## src/design/tlpw_pkg.sv

```systemverilog
// Shared types and codes for the two-level page walker.
`default_nettype none

package tlpw_pkg;

  // Input item selector (travels in s_axis_tuser)
  localparam logic OP_REQUEST  = 1'b0;
  localparam logic OP_MEM_WORD = 1'b1;

  // Result item kind (travels in m_axis_tuser)
  localparam logic KIND_READ = 1'b0;
  localparam logic KIND_DONE = 1'b1;

  // Fault codes
  localparam logic [1:0] FAULT_NONE  = 2'd0;
  localparam logic [1:0] FAULT_DIR   = 2'd1;
  localparam logic [1:0] FAULT_TABLE = 2'd2;

  // Configuration register indexes
  localparam logic REG_PAGING_ON      = 1'b0;
  localparam logic REG_DIR_BASE_FRAME = 1'b1;

  // Walk phase, one-hot
  typedef enum logic [2:0] {
    PHASE_IDLE  = 3'b001,
    PHASE_DIR   = 3'b010,
    PHASE_TABLE = 3'b100
  } phase_t;

endpackage

`default_nettype wire

```

## src/design/two_level_page_walker_top.sv

```systemverilog
// Two-level page walker: translates linear addresses through a two-level page table.
`default_nettype none

// Channel   Dir  Handshake                      Payload
// s_axis    in   s_axis_tvalid / s_axis_tready  tuser: opcode; tdata: linear_address, mem_word
// m_axis    out  m_axis_tvalid / m_axis_tready  tuser: kind; tdata: read_address,
//                                               physical_address, fault
// cfg       in   cfg_valid / cfg_ready          cfg_index, cfg_data
//
// Cycles: each input item is decoded and its result item (if any) lands in the output
// register on the edge that accepts it, so one item per cycle is sustained.
// The output register is the only stage; s_axis_tready drops only while a result waits
// and m_axis_tready is low. cfg_ready is always high.
// Reset (rst, synchronous) clears the walk phase, the pending address bits, both
// configuration registers and the output valid.

module two_level_page_walker_top (
  input  wire logic        clk,
  input  wire logic        rst,
  // configuration write channel
  input  wire logic        cfg_valid,
  output logic             cfg_ready,
  input  wire logic        cfg_index,
  input  wire logic [19:0] cfg_data,
  // input items
  input  wire logic        s_axis_tvalid,
  output logic             s_axis_tready,
  input  wire logic [63:0] s_axis_tdata,   // [31:0] linear_address, [63:32] mem_word
  input  wire logic        s_axis_tuser,   // [0] opcode
  // result items
  output logic             m_axis_tvalid,
  input  wire logic        m_axis_tready,
  output logic [71:0]      m_axis_tdata,   // [31:0] read_address, [63:32] physical_address,
                                           // [65:64] fault, [71:66] zero
  output logic             m_axis_tuser    // [0] kind
);

  // configuration registers
  logic        paging_on;
  logic [19:0] dir_base_frame;

  // walk state
  tlpw_pkg::phase_t phase, phase_next;
  logic [21:0]      pending_low_bits, pending_low_bits_next;

  // output register
  logic        out_valid;
  logic        out_kind;
  logic [31:0] out_read_address;
  logic [31:0] out_physical_address;
  logic [1:0]  out_fault;

  // decode of the current item
  logic        in_accept;
  logic        emit;
  logic        res_kind;
  logic [31:0] res_read_address;
  logic [31:0] res_physical_address;
  logic [1:0]  res_fault;
  logic [31:0] lin;
  logic [31:0] word;

  assign cfg_ready     = 1'b1;
  assign s_axis_tready = !out_valid || m_axis_tready;
  assign in_accept     = s_axis_tvalid && s_axis_tready;
  assign lin           = s_axis_tdata[31:0];
  assign word          = s_axis_tdata[63:32];

  always_ff @(posedge clk) begin
    if (rst) begin
      paging_on      <= 1'b0;
      dir_base_frame <= '0;
    end else if (cfg_valid && cfg_ready) begin
      unique case (cfg_index)
        tlpw_pkg::REG_PAGING_ON:      paging_on      <= cfg_data[0];
        tlpw_pkg::REG_DIR_BASE_FRAME: dir_base_frame <= cfg_data;
        default:                      paging_on      <= paging_on;
      endcase
    end
  end

  // Decode one item against the walk phase; only the present bit and frame are used.
  always_comb begin
    phase_next            = phase;
    pending_low_bits_next = pending_low_bits;
    emit                  = 1'b0;
    res_kind              = tlpw_pkg::KIND_DONE;
    res_read_address      = '0;
    res_physical_address  = '0;
    res_fault             = tlpw_pkg::FAULT_NONE;
    unique case (phase)
      tlpw_pkg::PHASE_DIR: begin
        if (s_axis_tuser == tlpw_pkg::OP_MEM_WORD) begin
          emit = 1'b1;
          if (!word[0]) begin
            phase_next = tlpw_pkg::PHASE_IDLE;
            res_fault  = tlpw_pkg::FAULT_DIR;
          end else begin
            phase_next       = tlpw_pkg::PHASE_TABLE;
            res_kind         = tlpw_pkg::KIND_READ;
            res_read_address = {word[31:12], pending_low_bits[21:12], 2'b00};
          end
        end
      end
      tlpw_pkg::PHASE_TABLE: begin
        if (s_axis_tuser == tlpw_pkg::OP_MEM_WORD) begin
          emit       = 1'b1;
          phase_next = tlpw_pkg::PHASE_IDLE;
          if (!word[0]) begin
            res_fault = tlpw_pkg::FAULT_TABLE;
          end else begin
            res_physical_address = {word[31:12], pending_low_bits[11:0]};
          end
        end
      end
      default: begin
        // idle, and any code that is not a walk phase
        phase_next = tlpw_pkg::PHASE_IDLE;
        if (s_axis_tuser == tlpw_pkg::OP_REQUEST) begin
          emit = 1'b1;
          if (!paging_on) begin
            res_physical_address = lin;
          end else begin
            phase_next            = tlpw_pkg::PHASE_DIR;
            pending_low_bits_next = lin[21:0];
            res_kind              = tlpw_pkg::KIND_READ;
            res_read_address      = {dir_base_frame, lin[31:22], 2'b00};
          end
        end
      end
    endcase
  end

  always_ff @(posedge clk) begin
    if (rst) begin
      phase            <= tlpw_pkg::PHASE_IDLE;
      pending_low_bits <= '0;
    end else if (in_accept) begin
      phase            <= phase_next;
      pending_low_bits <= pending_low_bits_next;
    end
  end

  // Load the result on accept; drop valid once taken.
  always_ff @(posedge clk) begin
    if (rst) begin
      out_valid <= 1'b0;
    end else if (in_accept) begin
      out_valid <= emit;
    end else if (m_axis_tready) begin
      out_valid <= 1'b0;
    end
  end

  always_ff @(posedge clk) begin
    if (in_accept && emit) begin
      out_kind             <= res_kind;
      out_read_address     <= res_read_address;
      out_physical_address <= res_physical_address;
      out_fault            <= res_fault;
    end
  end

  assign m_axis_tvalid = out_valid;
  assign m_axis_tuser  = out_kind;
  assign m_axis_tdata  = {6'b000000, out_fault, out_physical_address, out_read_address};

  // A read request never carries a fault or a physical address.
  a_read_clean: assert property (@(posedge clk) disable iff (rst)
    out_valid && out_kind == tlpw_pkg::KIND_READ |->
      out_fault == tlpw_pkg::FAULT_NONE && out_physical_address == '0)
    else $error("read request item carries fault or physical address");

  // A finished translation never carries a read address.
  a_done_clean: assert property (@(posedge clk) disable iff (rst)
    out_valid && out_kind == tlpw_pkg::KIND_DONE |-> out_read_address == '0)
    else $error("finished item carries a read address");

  // A paged request taken while idle starts a directory read.
  a_walk_start: assert property (@(posedge clk) disable iff (rst)
    in_accept && s_axis_tuser == tlpw_pkg::OP_REQUEST && phase == tlpw_pkg::PHASE_IDLE
      && paging_on |=> phase == tlpw_pkg::PHASE_DIR && out_valid
      && out_kind == tlpw_pkg::KIND_READ)
    else $error("paged request did not start a walk");

  // A memory word while idle leaves the phase idle and produces nothing.
  a_stray_word: assert property (@(posedge clk) disable iff (rst)
    in_accept && s_axis_tuser == tlpw_pkg::OP_MEM_WORD && phase == tlpw_pkg::PHASE_IDLE
      |=> phase == tlpw_pkg::PHASE_IDLE && !out_valid)
    else $error("stray memory word changed state or produced an item");

endmodule

`default_nettype wire
```

## config.mk

```make
export PLATFORM = sky130hd
export DESIGN_NAME = two_level_page_walker_top
export DESIGN_NICKNAME = d
export VERILOG_FILES = /design/src/design/tlpw_pkg.sv /design/src/design/two_level_page_walker_top.sv
export SDC_FILE = /design/constraint.sdc
export NUM_CORES = 1
export LEC_CHECK = 0
export ABC_CLOCK_PERIOD_IN_PS = 8600
export BUFFER_PORTS_ARGS = -buffer_cell sky130_fd_sc_hd__clkbuf_2
export CAP_MARGIN = 20
export CORE_AREA = 4 4 103 105
export DETAILED_ROUTE_END_ITERATION = 10
export DIE_AREA = 0 0 107 109
export PLACE_DENSITY = 0.77
export RECOVER_POWER = 25
export SYNTH_ARGS = -nofsm -noshare
export SYNTH_HDL_FRONTEND = slang
export SYNTH_SLANG_ARGS = --single-unit
```

## constraint.sdc

```tcl
create_clock -name clk -period 8.6 [get_ports clk]
set_clock_uncertainty 0.2 [all_clocks]
set_input_delay 1.72 -clock clk [delete_from_list [all_inputs] [get_ports clk]]
set_output_delay 1.72 -clock clk [all_outputs]
set_load 0.03 [all_outputs]
```

After elaboration in Yosys (flattened, before gate mapping)
Index checks and enable logic that the tools add are counted.
{"block": "op_classes", "eq_ne": 4, "n_mux": 31, "bitwise": 3, "n_reduce_logical": 10}
{"cell": "two-way mux 32 bit", "n": 8}
{"cell": "one-hot mux 32 bit (2 select lines)", "n": 2}
{"cell": "two-way mux 1 bit", "n": 11}
{"cell": "two-way mux 3 bit", "n": 3}
{"cell": "two-way mux 2 bit", "n": 4}
{"cell": "one-hot mux 3 bit (2 select lines)", "n": 1}
{"cell": "!= test 2 bit (second input constant)", "n": 2}
{"cell": "one-hot mux 2 bit (2 select lines)", "n": 1}
{"cell": "AND reduction 2 bit", "n": 2}
{"cell": "AND reduction 4 bit", "n": 1}
{"cell": "equality test 3 x 2 -> 1 bit (second input constant)", "n": 1}
{"cell": "equality test 3 bit (second input constant)", "n": 1}
{"cell": "NOT 1 bit", "n": 3}
{"cell": "AND reduction 3 bit", "n": 1}
{"cell": "logical AND 1 bit", "n": 2}
{"cell": "one-hot mux 1 bit (2 select lines)", "n": 1}
{"cell": "nonzero test 2 bit", "n": 1}
{"cell": "OR reduction 2 bit", "n": 1}
{"cell": "zero test 1 bit", "n": 1}
{"cell": "logical OR 1 bit", "n": 1}
{"block": "totals", "reg_bits": 114, "out_inout_bits": 76}

Logic depth before layout (Yosys ltp)
Gate-level depths: netlist (run 1).
{"block": "logic_depth", "word_depth": 4, "mapped_depth": 7, "depth_no_buf": 6}

Worst setup path after synthesis (run 1)
OpenSTA, ideal clock, no wires.
{"block": "synth_timing", "kind": "input port to flip-flop", "start": "input port s_axis_tvalid", "end": "register out_kind, in the netlist m_axis_tuser, enable pin", "arrival_time_ns": 6.688, "setup_slack_ns": 1.144, "cell_stages": 4, "n_path_buf": 2, "cell_sequence": "clkbuf_1 > inv_2 > clkbuf_1 > nor3_1"}
{"block": "synth_between", "elab_chain_len": 2}
{"item": "start: declaration", "line_no": "two_level_page_walker_top.sv:26", "source": "input wire logic s_axis_tvalid,"}
{"item": "logical AND 1 bit", "line_no": "two_level_page_walker_top.sv:65", "source": "assign in_accept = s_axis_tvalid && s_axis_tready;"}
{"item": "logical AND 1 bit", "line_no": "two_level_page_walker_top.sv:156", "source": "if (in_accept && emit) begin"}
{"item": "end signal: assignment", "line_no": "two_level_page_walker_top.sv:157", "source": "out_kind <= res_kind;"}
{"item": "end: declaration", "line_no": "two_level_page_walker_top.sv:48", "source": "logic out_kind;"}
No other way between the ends.
A chain may end at the register's enable or synchronous reset.

Worst setup path after layout (run 1)
{"block": "layout_timing", "start": "input port m_axis_tready", "end": "output port s_axis_tready"}
{"block": "layout_between", "elab_chain_len": 1}
{"item": "start: declaration", "line_no": "two_level_page_walker_top.sv:32", "source": "input wire logic m_axis_tready,"}
{"item": "logical OR 1 bit", "line_no": "two_level_page_walker_top.sv:64", "source": "assign s_axis_tready = !out_valid || m_axis_tready;"}
{"item": "end: declaration", "line_no": "two_level_page_walker_top.sv:27", "source": "output logic s_axis_tready,"}
No other way between the ends.

==> results of run 1 <==
==> state kept, by name, indices dropped and copies added (netlist names) <==
name,cells
m_axis_tuser,1
phase,3
pending_low_bits,22
m_axis_tvalid,1
paging_on,1
out_physical_address,32
out_fault,2
dir_base_frame,20
out_read_address,30
==> worst reg2reg max path: stages, from the launching register on <==
cell and delay, ns:
sky130_fd_sc_hd__dfxtp_1 0.46, sky130_fd_sc_hd__nor3b_4 0.52, sky130_fd_sc_hd__nor2_1 0.11, sky130_fd_sc_hd__ha_1 0.32, sky130_fd_sc_hd__nor3_2 0.15, sky130_fd_sc_hd__buf_4 0.67
==> per-stage QoR <==
step,instances,instance area (um^2),worst slack [ns],utilization
floorplan,391,4660,1.14,-
global placement,629,5360,3.44,0.556
detailed placement,629,5360,3.42,0.556
CTS,645,5550,3.42,0.575
global route,647,5530,3.30,0.574
finish,647,5530,3.38,0.574
==> cell type report <==
class | count | area share
clock inverters | 7 | 0.0113
repair buffers | 152 | 0.135
inverters | 4 | 0.00271
clock buffers | 9 | 0.0224
flip-flops and latches | 112 | 0.523
well taps | 133 | 0.0301
multi-input cells | 230 | 0.276
==> kinds of logic (layout without fill, tap and decap cells) <==
family | after synthesis | in the layout | synth area share
other | 2 | 9 | 0.00162
muxes | 2 | 2 | 0.00432
xor gates and xnor gates | 1 | 1 | 0.00189
AOI/OAI and AO/OA | 131 | 131 | 0.208
and+or+nand+nor | 86 | 86 | 0.102
adders and majority gates | 1 | 1 | 0.00270
buffers and inverters | 49 | 172 | 0.0554
DFF | 112 | 112 | 0.625
==> power breakdown <==
group	switching, W	leakage [nW]	internal [W]
clock	0.000184	0.0967	0.000112
combinational	0.0000799	0.962	0.0000352
sequential	0.00000699	1.02	0.000586
total	0.000271	2.08	0.000733
==> metal layers <==
| metal | vias up | share of wire | track usage | routed length, um |
|---|---|---|---|---|
| met5 | - | 0 | 0 | 0 |
| met4 | 0 | 0.012 | 0.0575 | 137 |
| met3 | 11 | 0.062 | 0.0409 | 723 |
| met2 | 141 | 0.49 | 0.339 | 5710 |
| met1 | 1691 | 0.43 | 0.249 | 5010 |
| li1 | 1721 | - | - | - |
==> layout by cell type (no fill, tap or decap), types with 7 or more instances in the layout <==
| cell | count |
|---|---|
| sky130_fd_sc_hd__a21oi_1 | 43 |
| sky130_fd_sc_hd__nand2_1 | 43 |
| sky130_fd_sc_hd__dfxtp_1 | 47 |
| sky130_fd_sc_hd__edfxtp_1 | 65 |
| sky130_fd_sc_hd__a32o_1 | 7 |
| sky130_fd_sc_hd__nand4_1 | 22 |
| sky130_fd_sc_hd__conb_1 | 9 |
| sky130_fd_sc_hd__clkbuf_1 | 34 |
| sky130_fd_sc_hd__o31ai_1 | 22 |
| sky130_fd_sc_hd__clkbuf_2 | 112 |
| sky130_fd_sc_hd__clkbuf_8 | 9 |
| sky130_fd_sc_hd__a22o_1 | 56 |
==> final timing paths <==
path                            slack, ns              endpoint  cells after the start
worst max-delay path                 3.38         s_axis_tready                      5
worst max register to register       5.79  out_read_address[23]                      5
worst min-delay path                 0.26    dir_base_frame[15]                      2
worst min register to register       0.26    dir_base_frame[15]                      2
==> parameters.txt, run 1 <==
Parameter                              Value

Setup path
  Cell chain of the critical path ... clkbuf_2 > nor2b_2 > buf_4 > clkinv_1 > clkbuf_2
  Startpoint of the worst register-to-register path ... phase[1]
  Required time at the endpoint of the critical path ... 6.68 ns
  Largest fanout of any net on the critical path ... 26
  CP most frequent cell ... sky130_fd_sc_hd__clkbuf_2
  Data arrival at the endpoint of the critical path ... 3.30 ns
  Max stage delay on crit path ... 0.68 ns
  WS Path Type ... primary input to output port
  Worst setup path start ... m_axis_tready
  Startpoint kind of the worst setup timing path ... primary input
  Family with the most delay on the worst path ... buffers and inverters
  Endpoint kind of the worst setup timing path ... output port
  Max stage delay cell, worst path ... sky130_fd_sc_hd__clkinv_1
  CP bufs+invs ... 4

Drt
  Post-detailed-route via-to-cell ratio ... 5.51
  Post-Route WL ... 11600 um
  Number of nets with antenna violations after routing ... 0
  Starting DRC count in detailed routing ... 192
  Vias ... 3564
  Remaining DRCs ... 0
  DR WL/cell ... 17.9 um
  First-pass iteration count of the detailed router ... 5

Timing
  Slew Limit Fails ... 47
  Headroom to the max-slew limit ... -0.407
  Maximum frequency from static timing analysis ... 0.192 GHz
  Part of the cycle the worst path needs ... 0.606
  Number of endpoints with negative hold slack in the final report ... 0
  Setup_tns ... 0 ns
  Hold slack final ... 0.263 ns
  Final min period ... 5.22 ns
  Number of setup violations in the final report ... 0
  Unrepaired setup endpoints after global routing ... false
  Least-Margin Pin Slew ... 2.11 ns

Final layout
  Area occupied by multi-input gates ... 1530 um^2
  Area added between synthesis and finish ... 19.4%
  Number of fill cells ... 859
  FF/Latch Area ... 2890 um^2
  Number of antenna cells inserted ... 0
  Final layout net count ... 601
  Share of cells above drive strength 1 ... 0.272

Run
  Number of max-capacitance violations reported ... 1

Clock network
  Clk Tree Root Cell ... sky130_fd_sc_hd__clkbuf_8
  Sink Count ... 112
  Post-cts resize count ... 0
  Number of clock buffers inserted by TritonCTS ... 9
  Worst-path clk slew ... 0.11 ns
  Htree depth ... 3
  Max Root-Sink Buffers ... 2
  Clock latency on the worst-skew pair ... 0.36 ns
  Clock tree from TritonCTS ... built
  Buffers inserted by post-CTS timing repair ... 0
  Number of hold buffers added after CTS ... 0

Hold path
  Worst min-delay path category ... register to register
  Launch point of the worst hold path ... dir_base_frame[15]

Synth
  Top-area cell type share of the netlist area ... 0.421
  Most used flip-flop cell after synthesis ... sky130_fd_sc_hd__edfxtp_1
  Number of instances in the synthesized netlist ... 384
  Top cells by count, synth ... sky130_fd_sc_hd__edfxtp_1 (65), sky130_fd_sc_hd__a22o_1 (56), sky130_fd_sc_hd__dfxtp_1 (47), sky130_fd_sc_hd__a21oi_1 (43), sky130_fd_sc_hd__nand2_1 (43)
  Mapped Area ... 4630 um^2
  Sequential area share after synthesis ... 0.625
  Fraction of registers with async set/reset ... 0
  Mean instance size in the synthesized netlist ... 12.1 um^2
  Number of distinct standard cells referenced by the synthesized netlist ... 34
  Yosys warns ... 0
  Most frequent cell after synthesis ... sky130_fd_sc_hd__edfxtp_1
  Flop and latch count out of synthesis ... 112
  Count of flip-flops with a built-in enable after synthesis ... 65
  Dominant cells by area after synthesis ... sky130_fd_sc_hd__edfxtp_1 (42%), sky130_fd_sc_hd__dfxtp_1 (20%), sky130_fd_sc_hd__a22o_1 (11%), sky130_fd_sc_hd__a21oi_1 (4.6%), sky130_fd_sc_hd__o31ai_1 (3.6%)
  Library cell with the largest summed area after synthesis ... sky130_fd_sc_hd__edfxtp_1

Placed design
  Number of buffers added on ports ... 146
  Placer's final routability congestion estimate ... 0.779
  HPWL reported at the end of detailed placement ... 7850 um

Global routing
  Initial antenna violation count ... 0
  Pin count of the biggest net entering global routing ... 66
  Global-route congestion overflow total ... 0
  Global-route total usage across every layer ... 0.196
  First-pass GRT wire length ... 17700 um
  Number of global-route vias before repair ... 3513

Die
  Core area ... 9640 um^2
  Die boundary width ... 107 um
  Row count ... 36
  I/O pin total ... 167
  Y dimension of the die ... 109 um
  Starting density of the core ... 0.481
  Area enclosed by the die boundary ... 11700 um^2

Power and ir drop
  Standby leakage power ... 2.08 nW
  Largest voltage drop on the vdd net ... 110 uV
  Ratio of total power to cell area ... 181 nW/um^2
  Total power ... 0.00100 W

Status
  Result of the run ... finished, violations left
  Violations in the final reports ... capacitance limit, slew limit
Note: power is estimated with default switching activity, not from simulation.
==> run 2: changes to the inputs <==
--- a/config.mk
+++ b/config.mk
@@ -5,13 +5,13 @@
 export SDC_FILE = /design/constraint.sdc
 export NUM_CORES = 1
 export LEC_CHECK = 0
-export ABC_CLOCK_PERIOD_IN_PS = 8600
+export ABC_CLOCK_PERIOD_IN_PS = 4600
 export BUFFER_PORTS_ARGS = -buffer_cell sky130_fd_sc_hd__clkbuf_2
 export CAP_MARGIN = 20
-export CORE_AREA = 4 4 103 105
+export CORE_AREA = 4 4 107 109
 export DETAILED_ROUTE_END_ITERATION = 10
-export DIE_AREA = 0 0 107 109
-export PLACE_DENSITY = 0.77
+export DIE_AREA = 0 0 111 113
+export PLACE_DENSITY = 0.75
 export RECOVER_POWER = 25
 export SYNTH_ARGS = -nofsm -noshare
 export SYNTH_HDL_FRONTEND = slang
==> constraint.sdc (replaced) <==
create_clock -name clk -period 4.6 [get_ports clk]
set_clock_uncertainty 0.2 [all_clocks]
set_input_delay 0.92 -clock clk [delete_from_list [all_inputs] [get_ports clk]]
set_output_delay 0.92 -clock clk [all_outputs]
set_load 0.03 [all_outputs]
==> run 2 against run 1 <==
  * The flow still finishes with violations (capacitance limit, slew limit)
  * Die area is 7.5% higher
  * Wire length is 4.3% higher
  * Worst hold slack worse by 0.0058 ns
  * Global-route usage is 0.42 points lower
  * Worst setup slack worse by 2.1 ns
  * Sequential share of layout area is 0.13 points higher
  * Largest cell class unchanged
==> parameters.txt, run 2 (synthesis results as in run 1) <==
Parameter                              Value

Global routing
  Initial antenna violation count ... 0 (unchanged)
  First-pass GRT wire length ... 18800 um (was 17700 um)
  Global-route congestion overflow total ... 0 (unchanged)
  Number of global-route vias before repair ... 3680 (was 3513)
  Pin count of the biggest net entering global routing ... 47 (was 66)
  Global-route total usage across every layer ... 0.192 (was 0.196)

Clock network
  Number of clock buffers inserted by TritonCTS ... 9 (unchanged)
  Number of hold buffers added after CTS ... 0 (unchanged)
  Max Root-Sink Buffers ... 2 (unchanged)
  Post-cts resize count ... 0 (unchanged)
  Clock tree from TritonCTS ... built (unchanged)
  Htree depth ... 3 (unchanged)
  Clk Tree Root Cell ... sky130_fd_sc_hd__clkbuf_8 (unchanged)
  Clock latency on the worst-skew pair ... 0.36 ns (about the same)
  Worst-path clk slew ... 0.09 ns (was 0.11 ns)
  Buffers inserted by post-CTS timing repair ... 0 (unchanged)
  Sink Count ... 112 (unchanged)

Run
  Number of max-capacitance violations reported ... 1 (unchanged)

Placed design
  Placer's final routability congestion estimate ... 0.778 (was 0.779)
  Placed Cells incl. Taps ... 640 (was 629)
  Number of buffers added on ports ... 146 (unchanged)
  HPWL reported at the end of detailed placement ... 8210 um (was 7850 um)
  Post-DP Area ... 5410 um^2 (was 5360 um^2)

Power and ir drop
  Standby leakage power ... 2.07 nW (was 2.08 nW)
  Ratio of total power to cell area ... 343 nW/um^2 (was 181 nW/um^2)
  Largest voltage drop on the vdd net ... 145 uV (was 110 uV)

Setup path
  Max stage delay on crit path ... 1.17 ns (was 0.68 ns)
  Endpoint kind of the worst setup timing path ... register (was output port)
  Worst r2r path cells ... 5 (unchanged)
  Required time at the endpoint of the critical path ... 4.40 ns (was 6.68 ns)
  WS Path Type ... register to register (was primary input to output port)
  Cell chain of the critical path ... nor3b_1 > nor2_1 > ha_1 > nor3_4 > buf_4 (was clkbuf_2 > nor2b_2 > buf_4 > clkinv_1 > clkbuf_2)
  Max stage delay cell, worst path ... sky130_fd_sc_hd__nor3b_1 (was sky130_fd_sc_hd__clkinv_1)
  Startpoint kind of the worst setup timing path ... register (was primary input)
  Data arrival at the endpoint of the critical path ... 3.10 ns (was 3.30 ns)
  Largest fanout of any net on the critical path ... 43 (was 26)

Final layout
  Share of cells above drive strength 1 ... 0.256 (was 0.272)
  Largest registers in the final layout ... out_physical_address (32), out_read_address (30), pending_low_bits (22) (unchanged)
  Number of antenna cells inserted ... 0 (unchanged)
  Area added between synthesis and finish ... 19.1% (was 19.4%)
  Fin area ... 5520 um^2 (was 5530 um^2)
  Non-filler instance count after layout ... 656 (was 647)
  Commonest non-fill, non-tap cell in the layout ... sky130_fd_sc_hd__clkbuf_2 (unchanged)
  Most frequent cells in the layout ... sky130_fd_sc_hd__clkbuf_2 (107), sky130_fd_sc_hd__edfxtp_1 (65), sky130_fd_sc_hd__a22o_1 (56) (was sky130_fd_sc_hd__clkbuf_2 (112), sky130_fd_sc_hd__edfxtp_1 (65), sky130_fd_sc_hd__a22o_1 (56))
  Register name with the most flops ... out_physical_address (unchanged)
  Area occupied by multi-input gates ... 1510 um^2 (was 1530 um^2)
  Number of flip-flops in the largest register ... 32 (unchanged)
  Post-layout utilization of the core ... 0.520 (was 0.574)
  Final layout net count ... 603 (was 601)
  FF/Latch Area ... 2890 um^2 (unchanged)
  Number of fill cells ... 964 (was 859)

Drt
  Starting DRC count in detailed routing ... 214 (was 192)
  Post-Route WL ... 12100 um (was 11600 um)
  DR WL/cell ... 18.4 um (was 17.9 um)
  Number of nets with antenna violations after routing ... 0 (unchanged)
  Vias ... 3703 (was 3564)
  Remaining DRCs ... 0 (unchanged)
  Post-detailed-route via-to-cell ratio ... 5.64 (was 5.51)
  First-pass iteration count of the detailed router ... 5 (unchanged)

Timing
  Maximum frequency from static timing analysis ... 0.303 GHz
  Slew Limit Fails ... 47 (unchanged)
  Least-Margin Pin Slew ... 2.17 ns (was 2.11 ns)
  Final min period ... 3.30 ns
  Headroom to the max-slew limit ... -0.447 (was -0.407)
  Part of the cycle the worst path needs ... 0.717
  Number of setup violations in the final report ... 0 (unchanged)
  Setup_tns ... 0 ns (unchanged)
  Unrepaired setup endpoints after global routing ... false (unchanged)
  Number of endpoints with negative hold slack in the final report ... 0 (unchanged)

Die
  Y dimension of the die ... 113 um (was 109 um)
  Row count ... 38 (was 36)
  Starting density of the core ... 0.437 (was 0.481)
  Area enclosed by the die boundary ... 12500 um^2 (was 11700 um^2)
  I/O pin total ... 167 (unchanged)
  Die boundary width ... 111 um (was 107 um)
  Core area ... 10600 um^2 (was 9640 um^2)

Status
  Violations in the final reports ... capacitance limit, slew limit (unchanged)
  Result of the run ... finished, violations left (unchanged)

Hold path
  Number of stages on the worst hold path ... 2 (unchanged)
  Worst min-delay path category ... register to register (unchanged)
## run 2: changes by cell type in the layout (fill, tap and decap cells not counted), sizes merged
cell	delta
clkbuf	+3
bufinv	+1
buf	+2
inv	-4
## run 2: final timing paths
path | from | endpoint | slack (ns)
max reg2reg | phase[1] | out_read_address[9] | 1.30
min | dir_base_frame[1] | dir_base_frame[1] | 0.26
min reg2reg | dir_base_frame[1] | dir_base_frame[1] | 0.26
max | phase[1] | out_read_address[9] | 1.30
## run 2: cell type report
class,instances,share of cell area
Clock buffer,12,0.0245
Clock inverter,4,0.00862
Inverter,4,0.00272
Multi-Input combinational cell,230,0.274
Sequential cell,112,0.524
Tap cell,140,0.0318
Timing Repair Buffer,154,0.134
## run 2: stage by stage
step / hold slack (ns) / power (W) / setup WS, ns
after floorplan: 0.236 / 0.00127 / 0.908
after global placement: 0.243 / 0.00135 / 1.52
after detailed placement: 0.247 / 0.00135 / 1.49
after CTS: 0.260 / 0.00191 / 1.64
after global routing: 0.278 / 0.00197 / 0.956
final: 0.258 / 0.00189 / 1.30
## run 2: layer usage
layer | vias to the layer above | global-route usage | wire length (um)
li1 | 1717 | - | -
met1 | 1807 | 0.238 | 5000
met2 | 153 | 0.328 | 6030
met3 | 26 | 0.0321 | 714
met4 | 0 | 0.0903 | 332
met5 | - | 0 | 0
## run 2: power breakdown
group	internal, W	switching (W)	leakage [nW]	total (W)
registers	0.00109	0.0000125	1.02	0.00111
clock network	0.000252	0.000313	0.0920	0.000564
logic	0.0000667	0.000152	0.954	0.000219
## run 2: critical path: cells and delay by family, from the launching register on
family	cells	cell delay [ns]
adders and majority gates	1	0.38
buffers and inverters	1	0.48
DFF	1	0.39
and+or+nand+nor	3	1.47
